==> src/scl_pkg.sv <==
// Package for the subpicture command locator: packet limit, result classes
// and the command byte decoder. No dependencies.
package scl_pkg;

    localparam int unsigned MAX_PACKET_BYTES = 4096;
    localparam logic [15:0] MaxPacketBytes   = 16'(MAX_PACKET_BYTES);

    // Header layout: two big-endian 16-bit words
    localparam logic [15:0] HDR_SIZE_HI   = 16'd0;
    localparam logic [15:0] HDR_SIZE_LO   = 16'd1;
    localparam logic [15:0] HDR_OFFSET_HI = 16'd2;
    localparam logic [15:0] HDR_OFFSET_LO = 16'd3;
    localparam logic [15:0] HDR_BYTES     = 16'd4;

    // Command byte codes
    localparam logic [7:0] CMD_FORCED_DISPLAY = 8'h00;
    localparam logic [7:0] CMD_DISPLAY_START  = 8'h01;
    localparam logic [7:0] CMD_DISPLAY_STOP   = 8'h02;

    typedef enum logic [2:0] {
        CLS_FORCED_DISPLAY = 3'd0,
        CLS_DISPLAY_START  = 3'd1,
        CLS_DISPLAY_STOP   = 3'd2,
        CLS_NO_COMMAND     = 3'd3,
        CLS_OTHER          = 3'd4
    } t_cmd_class;

    function automatic t_cmd_class classify(input logic [7:0] cmd);
        t_cmd_class cls;
        unique case (cmd)
            CMD_FORCED_DISPLAY: cls = CLS_FORCED_DISPLAY;
            CMD_DISPLAY_START:  cls = CLS_DISPLAY_START;
            CMD_DISPLAY_STOP:   cls = CLS_DISPLAY_STOP;
            default:            cls = CLS_OTHER;
        endcase
        return cls;
    endfunction

endpackage

==> src/subpicture_command_locator.sv <==
// Subpicture command locator: parses subpicture packet bytes and classifies
// the first control command of each unit. Depends on scl_pkg.
//
// Usage:
//   Input channel: one packet byte per word on i_data_byte, with
//   i_last_in_packet high on the final byte of each packet. A word is taken
//   on a rising edge with i_in_valid high and o_in_stall low.
//   Output channel: one word on o_command_class for every accepted byte that
//   is marked last, taken on an edge with o_out_valid high and i_out_stall low.
//   Classes: forced display, display start, display stop, no command in this
//   packet, or another command.
//   Output timing: when the output slot is free or being taken, the class of a
//   packet appears on o_out_valid in the cycle after its last byte is accepted.
//   Throughput: one byte per cycle while o_in_stall is low; all parsing for a byte is
//   done in the cycle it is accepted, and the parser state is ready for the
//   next byte at the following edge.
//   Reset (i_rst_n low, synchronous): clears the parser state and empties
//   both result slots; the next byte is taken as the start of a packet.
//   Receiver stall: the pending result holds on the output port; one more
//   result is caught in a skid slot, and only while that slot is full does
//   o_in_stall rise. Bytes that are not last keep flowing until then.
module subpicture_command_locator
    import scl_pkg::*;
(
    input  logic       i_clk,
    input  logic       i_rst_n,
    input  logic       i_in_valid,
    output logic       o_in_stall,
    input  logic [7:0] i_data_byte,
    input  logic       i_last_in_packet,
    output logic       o_out_valid,
    input  logic       i_out_stall,
    output logic [2:0] o_command_class
);

    // Parser state
    logic [15:0] r_cmd_offset,  n_cmd_offset;
    logic [15:0] r_unit_size,   n_unit_size;
    logic [15:0] r_bytes_rcvd,  n_bytes_rcvd;
    logic        r_cmd_next,    n_cmd_next;
    logic        r_skip,        n_skip;
    logic [15:0] r_byte_index,  n_byte_index;
    logic        r_header_mode, n_header_mode;
    logic [7:0]  r_pending_hi,  n_pending_hi;
    logic [7:0]  r_cmd_byte,    n_cmd_byte;
    logic        r_cmd_valid,   n_cmd_valid;

    // Result slots
    logic       r_out_valid,  n_out_valid;
    t_cmd_class r_out_class,  n_out_class;
    logic       r_skid_valid, n_skid_valid;
    t_cmd_class r_skid_class, n_skid_class;

    logic       in_accept;
    logic       out_take;
    logic       res_valid;
    t_cmd_class res_class;

    // Working values for the byte being taken
    logic        first_byte;
    logic        hdr;
    logic        in_range;
    logic [16:0] target;
    logic [15:0] size;
    logic [15:0] span;
    logic [16:0] sum;
    logic [15:0] br_sat;

    assign in_accept = i_in_valid && !o_in_stall;
    assign out_take  = r_out_valid && !i_out_stall;
    assign res_valid = in_accept && i_last_in_packet;

    always_comb begin
        n_cmd_offset  = r_cmd_offset;
        n_unit_size   = r_unit_size;
        n_bytes_rcvd  = r_bytes_rcvd;
        n_cmd_next    = r_cmd_next;
        n_skip        = r_skip;
        n_byte_index  = r_byte_index;
        n_header_mode = r_header_mode;
        n_pending_hi  = r_pending_hi;
        n_cmd_byte    = r_cmd_byte;
        n_cmd_valid   = r_cmd_valid;
        res_class     = CLS_NO_COMMAND;

        // Decide header mode and drop the old capture at the start of a packet
        first_byte = (r_byte_index == 16'd0);
        hdr        = first_byte ? (!r_skip && r_cmd_offset == 16'd0 && !r_cmd_next)
                                : r_header_mode;
        if (first_byte) begin
            n_cmd_valid = 1'b0;
        end

        in_range = (r_byte_index < MaxPacketBytes);
        target   = hdr ? ({1'b0, r_cmd_offset} + 17'(HDR_BYTES)) : {1'b0, r_cmd_offset};

        if (in_accept) begin
            if (in_range) begin
                if (!r_skip) begin
                    if (hdr && r_byte_index < HDR_BYTES) begin
                        unique case (r_byte_index[1:0])
                            HDR_SIZE_HI[1:0]:   n_pending_hi = i_data_byte;
                            HDR_SIZE_LO[1:0]:   n_unit_size  = {r_pending_hi, i_data_byte};
                            HDR_OFFSET_HI[1:0]: n_pending_hi = i_data_byte;
                            HDR_OFFSET_LO[1:0]: n_cmd_offset = {r_pending_hi, i_data_byte};
                            default:            n_pending_hi = r_pending_hi;
                        endcase
                    end else if ({1'b0, r_byte_index} == target && !n_cmd_valid) begin
                        n_cmd_byte  = i_data_byte;
                        n_cmd_valid = 1'b1;
                    end
                end
                n_byte_index = r_byte_index + 16'd1;
            end
            n_header_mode = hdr;
        end

        // Packet end: settle the offset and report
        size   = n_byte_index;
        sum    = {1'b0, r_bytes_rcvd} + {1'b0, size};
        br_sat = sum[16] ? 16'hFFFF : sum[15:0];
        span   = (hdr && size >= HDR_BYTES) ? (size - HDR_BYTES) : size;

        if (res_valid) begin
            if (r_skip) begin
                n_skip       = 1'b0;
                n_bytes_rcvd = 16'd0;
            end else begin
                n_bytes_rcvd = hdr ? size : br_sat;
                if (!(hdr && size < HDR_BYTES)) begin
                    if (n_cmd_offset > span) begin
                        n_cmd_offset = n_cmd_offset - span;
                    end else if (n_cmd_offset == span) begin
                        n_cmd_next   = 1'b1;
                        n_cmd_offset = 16'd0;
                    end else begin
                        if (n_bytes_rcvd < n_unit_size) begin
                            n_skip = 1'b1;
                        end
                        res_class    = classify(n_cmd_valid ? n_cmd_byte : CMD_FORCED_DISPLAY);
                        n_cmd_offset = 16'd0;
                        n_cmd_next   = 1'b0;
                    end
                end
            end
            n_byte_index  = 16'd0;
            n_header_mode = 1'b0;
            n_cmd_valid   = 1'b0;
        end else if (!in_accept) begin
            n_cmd_valid = r_cmd_valid;
        end
    end

    // Output register with one skid slot behind it
    always_comb begin
        n_out_valid  = r_out_valid;
        n_out_class  = r_out_class;
        n_skid_valid = r_skid_valid;
        n_skid_class = r_skid_class;
        if (out_take || !r_out_valid) begin
            if (r_skid_valid) begin
                n_out_valid  = 1'b1;
                n_out_class  = r_skid_class;
                n_skid_valid = 1'b0;
            end else begin
                n_out_valid = res_valid;
                n_out_class = res_class;
            end
        end else if (res_valid) begin
            n_skid_valid = 1'b1;
            n_skid_class = res_class;
        end
    end

    always_ff @(posedge i_clk) begin
        if (!i_rst_n) begin
            r_cmd_offset  <= '0;
            r_unit_size   <= '0;
            r_bytes_rcvd  <= '0;
            r_cmd_next    <= 1'b0;
            r_skip        <= 1'b0;
            r_byte_index  <= '0;
            r_header_mode <= 1'b0;
            r_pending_hi  <= '0;
            r_cmd_byte    <= '0;
            r_cmd_valid   <= 1'b0;
            r_out_valid   <= 1'b0;
            r_skid_valid  <= 1'b0;
        end else begin
            r_cmd_offset  <= n_cmd_offset;
            r_unit_size   <= n_unit_size;
            r_bytes_rcvd  <= n_bytes_rcvd;
            r_cmd_next    <= n_cmd_next;
            r_skip        <= n_skip;
            r_byte_index  <= n_byte_index;
            r_header_mode <= n_header_mode;
            r_pending_hi  <= n_pending_hi;
            r_cmd_byte    <= n_cmd_byte;
            r_cmd_valid   <= n_cmd_valid;
            r_out_valid   <= n_out_valid;
            r_skid_valid  <= n_skid_valid;
        end
    end

    // Result payload needs no reset
    always_ff @(posedge i_clk) begin
        r_out_class  <= n_out_class;
        r_skid_class <= n_skid_class;
    end

    assign o_in_stall      = r_skid_valid;
    assign o_out_valid     = r_out_valid;
    assign o_command_class = r_out_class;

`ifndef SYNTHESIS
    // Skid slot fills only behind a held output word
    a_skid_behind_out: assert property (@(posedge i_clk) disable iff (!i_rst_n)
        r_skid_valid |-> r_out_valid)
        else $error("skid slot full while output empty");

    // A stalled result is never dropped
    a_out_held: assert property (@(posedge i_clk) disable iff (!i_rst_n)
        r_out_valid && i_out_stall |=> r_out_valid && $stable(r_out_class))
        else $error("stalled result lost");

    // Packet byte count never passes the limit
    a_index_limit: assert property (@(posedge i_clk) disable iff (!i_rst_n)
        r_byte_index <= MaxPacketBytes)
        else $error("byte index beyond packet limit");

    // Last byte restarts the packet and always yields a result
    a_last_restart: assert property (@(posedge i_clk) disable iff (!i_rst_n)
        in_accept && i_last_in_packet |=> r_byte_index == 16'd0 && r_out_valid)
        else $error("packet end not handled");

    // Skipping and a command at the next start exclude each other
    a_skip_vs_next: assert property (@(posedge i_clk) disable iff (!i_rst_n)
        !(r_skip && r_cmd_next))
        else $error("skip and command-at-next-start both set");
`endif

endmodule

==> config.mk <==
export PLATFORM = sky130hd
export DESIGN_NAME = subpicture_command_locator
export DESIGN_NICKNAME = d
export VERILOG_FILES = /design/src/scl_pkg.sv /design/src/subpicture_command_locator.sv
export SDC_FILE = /design/constraint.sdc
export NUM_CORES = 1
export LEC_CHECK = 0
export ABC_AREA = 1
export BUFFER_PORTS_ARGS = -buffer_cell sky130_fd_sc_hd__buf_4
export CAP_MARGIN = 20
export CORE_AREA = 2 2 121 123
export CTS_CLUSTER_SIZE = 30
export DETAILED_ROUTE_END_ITERATION = 8
export DIE_AREA = 0 0 123 125
export PLACE_DENSITY = 0.67
export SLEW_MARGIN = 20
export SYNTH_ARGS = -nofsm -noshare
export SYNTH_HDL_FRONTEND = slang
export SYNTH_SLANG_ARGS = --single-unit
export TNS_END_PERCENT = 50
==> constraint.sdc <==
create_clock -name i_clk -period 8.6 [get_ports i_clk]
set_input_delay 2.58 -clock i_clk [delete_from_list [all_inputs] [get_ports i_clk]]
set_output_delay 2.58 -clock i_clk [all_outputs]
set_load 0.03 [all_outputs]
; ---- Word-level counts from Yosys, hierarchy flattened
; Index checks and enable logic that the tools add are counted.
[word_totals]
ff_bits = 92
in_bits = 13
output_inout_bits = 5
elab_cells = 111
[classes]
n_addsub = 5
magnitude_cmp = 6
n_eq_ne = 7
mux = 48
bitwise_logic = 5
reduce_logical = 26
[op_table]
columns = cell, n
row1 = $mux W16, 20
row2 = $mux W8, 6
row3 = $logic_not A16 Y1, 2
row4 = $lt A16 B3 Y1 const B, 2
row5 = $mux W3, 6
row6 = $add A16 B16 Y17, 1
row7 = $add A16 B3 Y17 const B, 1
row8 = $eq A16 B17 Y1, 1
row9 = $mux W17, 1
row10 = $add A16 B1 Y16 const B, 1
row11 = $eq A16 B16 Y1, 1
row12 = $ge A16 B3 Y1 const B, 1
row13 = $gt A16 B16 Y1, 1
row14 = $lt A16 B13 Y1 const B, 1
row15 = $lt A16 B16 Y1, 1
row16 = $sub A16 B16 Y16, 1
row17 = $sub A16 B3 Y16 const B, 1
row18 = $mux W1, 14
row19 = $logic_and A1 B1 Y1, 9
row20 = $pmux W3 S3, 1
row21 = $eq A8 B1 Y1 const B, 1
row22 = $eq A8 B2 Y1 const B, 1
row23 = $logic_not A8 Y1, 1
row24 = $logic_not A1 Y1, 6
row25 = 9 further kinds, 16

; ---- Logic depth before layout (Yosys ltp)
[depth]
ltp_word = 21
ltp_mapped = 37
depth_no_buf = 37

; ---- Worst setup path before layout
; OpenSTA, ideal clock, no wires.
[synth_path]
path_kind = input-to-reg
startpoint = input port i_in_valid
endpoint = register r_out_class[1] (netlist: o_command_class[1]), data pin
setup_time_ns = 0.253
t_arrival_ns = 6.311
required_time_ns = 8.347
setup_slack_ns = 2.036
stages = 28
n_path_buf = 0
cell_sequence = nand2_1 -> nor2_4 -> inv_2 -> nor2_4 -> xor2_1 -> inv_1 -> ha_1 -> nand2_1 -> nor2_1 -> nand3_1 -> nor3_2 -> nand3_1 -> nand2_1 -> nor2_1 -> nand4_1 -> xor2_1 -> ha_1 -> inv_1 -> nor3_1 -> inv_1 -> nor4_1 -> inv_1 -> nand2_1 -> nand2_2 -> nor2_1 -> nand2_2 -> inv_2 -> nor2_1
[synth_via]
elab_chain_len = 12
word_cells_on_any_way = 25
cone_classes = add/sub (1) / order compare (3) / eq/ne (3) / mux (13) / reduce/logical (5)
[synth_lines]
columns = item, line_no
row1 = start: declaration, subpicture_command_locator.sv:27  ; input logic i_in_valid,
row2 = $logic_and A1 B1 Y1 *, subpicture_command_locator.sv:69  ; assign in_accept = i_in_valid && !o_in_stall;
row3 = $mux W16 *, subpicture_command_locator.sv:97  ; if (in_accept) begin
row4 = named net size[2], subpicture_command_locator.sv:64  ; logic [15:0] size;
row5 = branches (longest 6 deep; another with $ge A16 B3 Y1), n/a
row6 = $mux W3 *, subpicture_command_locator.sv:130  ; if (!(hdr && size < HDR_BYTES)) begin
row7 = $mux W3 *, subpicture_command_locator.sv:125  ; if (r_skip) begin
row8 = $mux W3 *, subpicture_command_locator.sv:124  ; if (res_valid) begin
row9 = named net res_class[1], subpicture_command_locator.sv:57  ; t_cmd_class res_class;
row10 = $mux W3 *, subpicture_command_locator.sv:161  ; if (r_skid_valid) begin
row11 = end signal: assignment, subpicture_command_locator.sv:207  ; r_out_class <= n_out_class;
row12 = end: declaration, subpicture_command_locator.sv:50  ; t_cmd_class r_out_class, n_out_class;
; Mark *: on every way through the listed nets, which the timed path passes.
; A chain may end at the register's enable or synchronous reset.

; ---- Worst setup path in the final report
; Same ends and word-level chain as after synthesis.

==> results.txt <==
The xor/xnor share of the synthesized area was 0.0585; the transition time of the tightest slew-check pin was 815 ps. The detailed router put a total of 10100 um of wire on met1. For the initial standard-cell utilization of the core, the log shows 0.506. Pin placement for this block handled 18 I/O pins. Data arrival time at the worst-slack endpoint: 7530 ps.

Clock-pin slew was measured on the worst setup and hold paths at 70 ps. The tools report the number of rows created at floorplan as 44. Detailed-route via count: 6851.

In this run, synthesis produced a sequential element count of 92. In this run the worst setup path begins at i_in_valid. The die is 125 um tall. The amount of wire on met2 after detailed routing is 9370 um, and the number of vias per cell after detailed routing is 5.37.

The sequential power share is 0.199, and the net count after synthesis is 1145. Summed over all layers, the global routing overflow is 0. The number of global-route vias before repair is 6314. The proportion of layout cells with a drive suffix above 1 is 0.0879. In this run the mean area of a mapped cell was 6.68 um2. The overall power is 3240 uW. The deepest level of the CTS H-tree is 3, and the average wire per cell in the routed design is 16.5 um. The startpoint identified for the worst register-to-register timing path is r_byte_index[14]. The count of nets left with antenna violations once routing finished came out at 0. VDD sags by at most 0.318 mV. Timing would allow up to 135 MHz. The most used flip-flop cell after synthesis is dfxtp_1.

Setup repair after global routing left no endpoint under its margin. The number of flops mapped to enable cells by yosys is 6. The area fraction in compound gates after synthesis was 0.127. For the worst-case clock buffer depth, the log shows 2. The antenna diode count came out at 0. For the remaining design rule violation count, the log shows 0. For the final routed database, the setup TNS stands at 0 ps.

The fraction of the yosys area taken by sequential cells is 0.265, and the adder and majority gate portion of the synthesized area is 0.101. In this run the top signal layer used is met4. Combinational family with the most area after synthesis: simple AND/OR/NAND/NOR gates.

STA classifies the critical path endpoint as a register. The final layout contains 1157 nets. Power per standard cell area: 416 mW/mm2. The flow ran to the end, and the final reports show no timing, DRC or antenna violations. The cell type of the slowest stage on the worst timing path is nor4_1. The number of gates resized after CTS was 0. TritonCTS built the clock tree.

Buffers added to address setup during post-CTS repair amount to 0. The total count of max-transition violations in the final report is 0. The synthesized cell area was 0.00718 mm2; the time the final worst path needs with I/O delays and setup was 7400 ps. The period utilization came out at 0.861. Detailed placement finished with a half-perimeter wire length of 16700 um. The tightest min-delay check is of the register to register type.

The setup clock skew after layout is 10.5 ps. The classification of the worst setup path was input pin to register. The proportion of total power due to net switching was 0.533; the clock net sink count was 92.

Entering global routing, the biggest net connects 31 pins. The die is 123 um wide. The async set-or-reset flop fraction in the synthesized netlist is 0. The run gives 0 as the number of endpoints failing setup at the final stage. The largest single stage delay on the critical path is 680 ps. The number of buffer cells added on primary ports was 17; the met3 wirelength from detailed routing was 1020 um. The run gives 0.0142 mm2 as the core outline area. The reported leakage power is 0.00406 uW, and the clock network latency to the later pin of the worst-skew pair is 360 ps.

Worst slew margin relative to its limit: 0.452. The area growth from synthesis to layout works out to 8.52%. By instance count, the cell type seen most on the critical path is nand2_1.

The tools report the clock share of power as 0.132. The worst setup path is launched from an input pin. The worst hold path startpoint is r_bytes_rcvd[13]. Of all nets on the critical path, the largest fanout is 8.

For this design the total switching power over the nets is 1730 uW. The tree is rooted in a clkbuf_16. The count of final hold-check violations was 0.

The basic-gate share of the synthesized area counting and, or, nand and nor cells is 0.328. The number of library cell types mapped by synthesis came out at 49. The detailed-router iteration count before antenna repair is 5, and the wire length reported by the detailed router is 21000 um. At the worst endpoint, the required time is 8720 ps. The multiplexer fraction of the synthesized cell area was 0.0225. For the share of total power in combinational logic, the log shows 0.669. Number of DRC markers after the initial detailed-route iteration: 601. Counting every instance in the synthesized netlist gives 1075. The logs give 33500 um for the global-route wire length before repair and 0.0154 mm2 for the die outline area. The number of antenna violations at the first check in global routing is 0, and the cell-internal power is 1510 uW. The number of buffers inserted during clock tree synthesis was 9. For this run, the number of Yosys warnings is 0. For the max-cap check violation count, the log shows 0. The logs give 0.285 for the aggregate global-route resource usage and 0 for the count of hold-fix buffers inserted at cts. The weighted congestion at the end of routability-driven global placement is 0.972.
[sequential cells by signal, indices dropped and copies added (netlist names)]
register	cells
o_out_valid	1
r_bytes_rcvd	16
r_byte_index	16
o_command_class	3
r_skid_class	3
r_cmd_valid	1
r_header_mode	1
o_in_stall	1
r_cmd_byte	8
r_skip	1
r_pending_hi	8
r_cmd_offset	16
r_cmd_next	1
r_unit_size	16
[path summary, 6_finish.rpt]
| kind | end | slack (ps) | cells past startpoint |
|---|---|---|---|
| min | r_bytes_rcvd[13] | 460 | 2 |
| min reg2reg | r_bytes_rcvd[13] | 460 | 2 |
| max | o_command_class[1] | 1200 | 29 |
| max reg2reg | o_command_class[1] | 2920 | 29 |
[power by group through the flow]
stage	clock, uW	sequential [uW]	combinational [uW]
6_report	426	645	2170
5_1_grt	450	651	2450
4_1_cts	433	640	2160
3_5_place_dp	0	649	2150
3_3_place_gp	0	649	2130
2_1_floorplan	0	603	1670
[placed cells by master (no fill, tap or decap), types with 2 or more instances in the layout]
master     netlist  routed
nand2_4          5       5
nand3_1         57      57
dfxtp_1         86      86
nor2_2           3       3
buf_4            0      24
a21boi_0         3       3
nor4_1           2       2
or2_2            4       4
nor3_1          12      12
nor2_8           4       4
a21o_1           2       2
o21ai_1          2       2
edfxtp_1         6       6
a21oi_1         68      68
nand3_4          3       3
fa_1             2       2
nand3_2          4       4
nand4_1         18      18
a211oi_1         6       6
clkbuf_16        0       9
nor2_4           3       3
inv_1          150     150
nand2_1        252     252
inv_2            6       6
a22o_1           2       2
o21ai_0         62      62
o21bai_1         2       2
mux2i_1         15      15
nand2_2         16      16
inv_6            0       3
xnor2_1          5       5
xor2_1          43      43
o211ai_1         4       4
nor3_2           2       2
ha_1            55      55
o22ai_1         10      10
nor2_1         127     127
[stage by stage]
step                worst slack (ps)  instances  area [um2]  hold WS (ps)   util
floorplan                       2040       1075        7180           433      -
global placement                 970       1259        7470           450  0.526
detailed placement               939       1259        7470           450  0.526
CTS                             1290       1275        7790           461  0.548
global route                     622       1276        7790           484  0.549
finish                          1200       1276        7790           462  0.549
[cell usage after synthesis (3+ instances only)]
library cell,n,area (um2)
nand2_2,16,100
xnor2_1,5,43.8
a21oi_1,68,340
nand4_1,18,113
nand3_2,4,40.0
or2_2,4,25.0
nand2_4,5,56.3
nor2_8,4,80.1
xor2_1,43,377
mux2i_1,15,150
nand2_1,252,946
nor2_2,3,18.8
nor2_1,127,477
nor2_4,3,33.8
edfxtp_1,6,180
ha_1,55,688
nand3_4,3,52.6
inv_1,150,563
dfxtp_1,86,1720
a21boi_0,3,22.5
clkbuf_1,18,67.6
nand3_1,57,285
o21ai_0,62,310
o22ai_1,10,62.6
a211oi_1,6,45.0
nor3_1,12,60.1
o211ai_1,4,30.0
inv_2,6,22.5
[worst max-delay path, delay by kind of cell]
| kind | cells | cell delay (ps) |
|---|---|---|
| xor+xnor | 2 | 570 |
| buf+inv | 7 | 620 |
| simple gates | 19 | 3400 |
| fa+ha+maj | 1 | 330 |
[cell type report]
type | count | area, um2
fill | 1426 | 6410
multi-input combinational | 803 | 4580
sequential | 92 | 1900
inverter | 156 | 586
clock buffer | 10 | 239
tap | 184 | 230
timing repair buffer | 25 | 188
clock inverter | 6 | 75.1
[metal layers]
layer  vias up  track usage
met5         -            0
met4         0        0.104
met3        30       0.0351
met2       177        0.431
met1      3143        0.413
li1       3501            -
[logic make-up after synthesis]
family	after synthesis
AO/OA/AOI/OAI	166
XOR/XNOR	48
adder cells (fa/ha/maj)	57
buffers and inverters	180
flip-flops	92
multiplexers	16
AND/OR/NAND/NOR	516
Power figures use the tool's default switching activity.
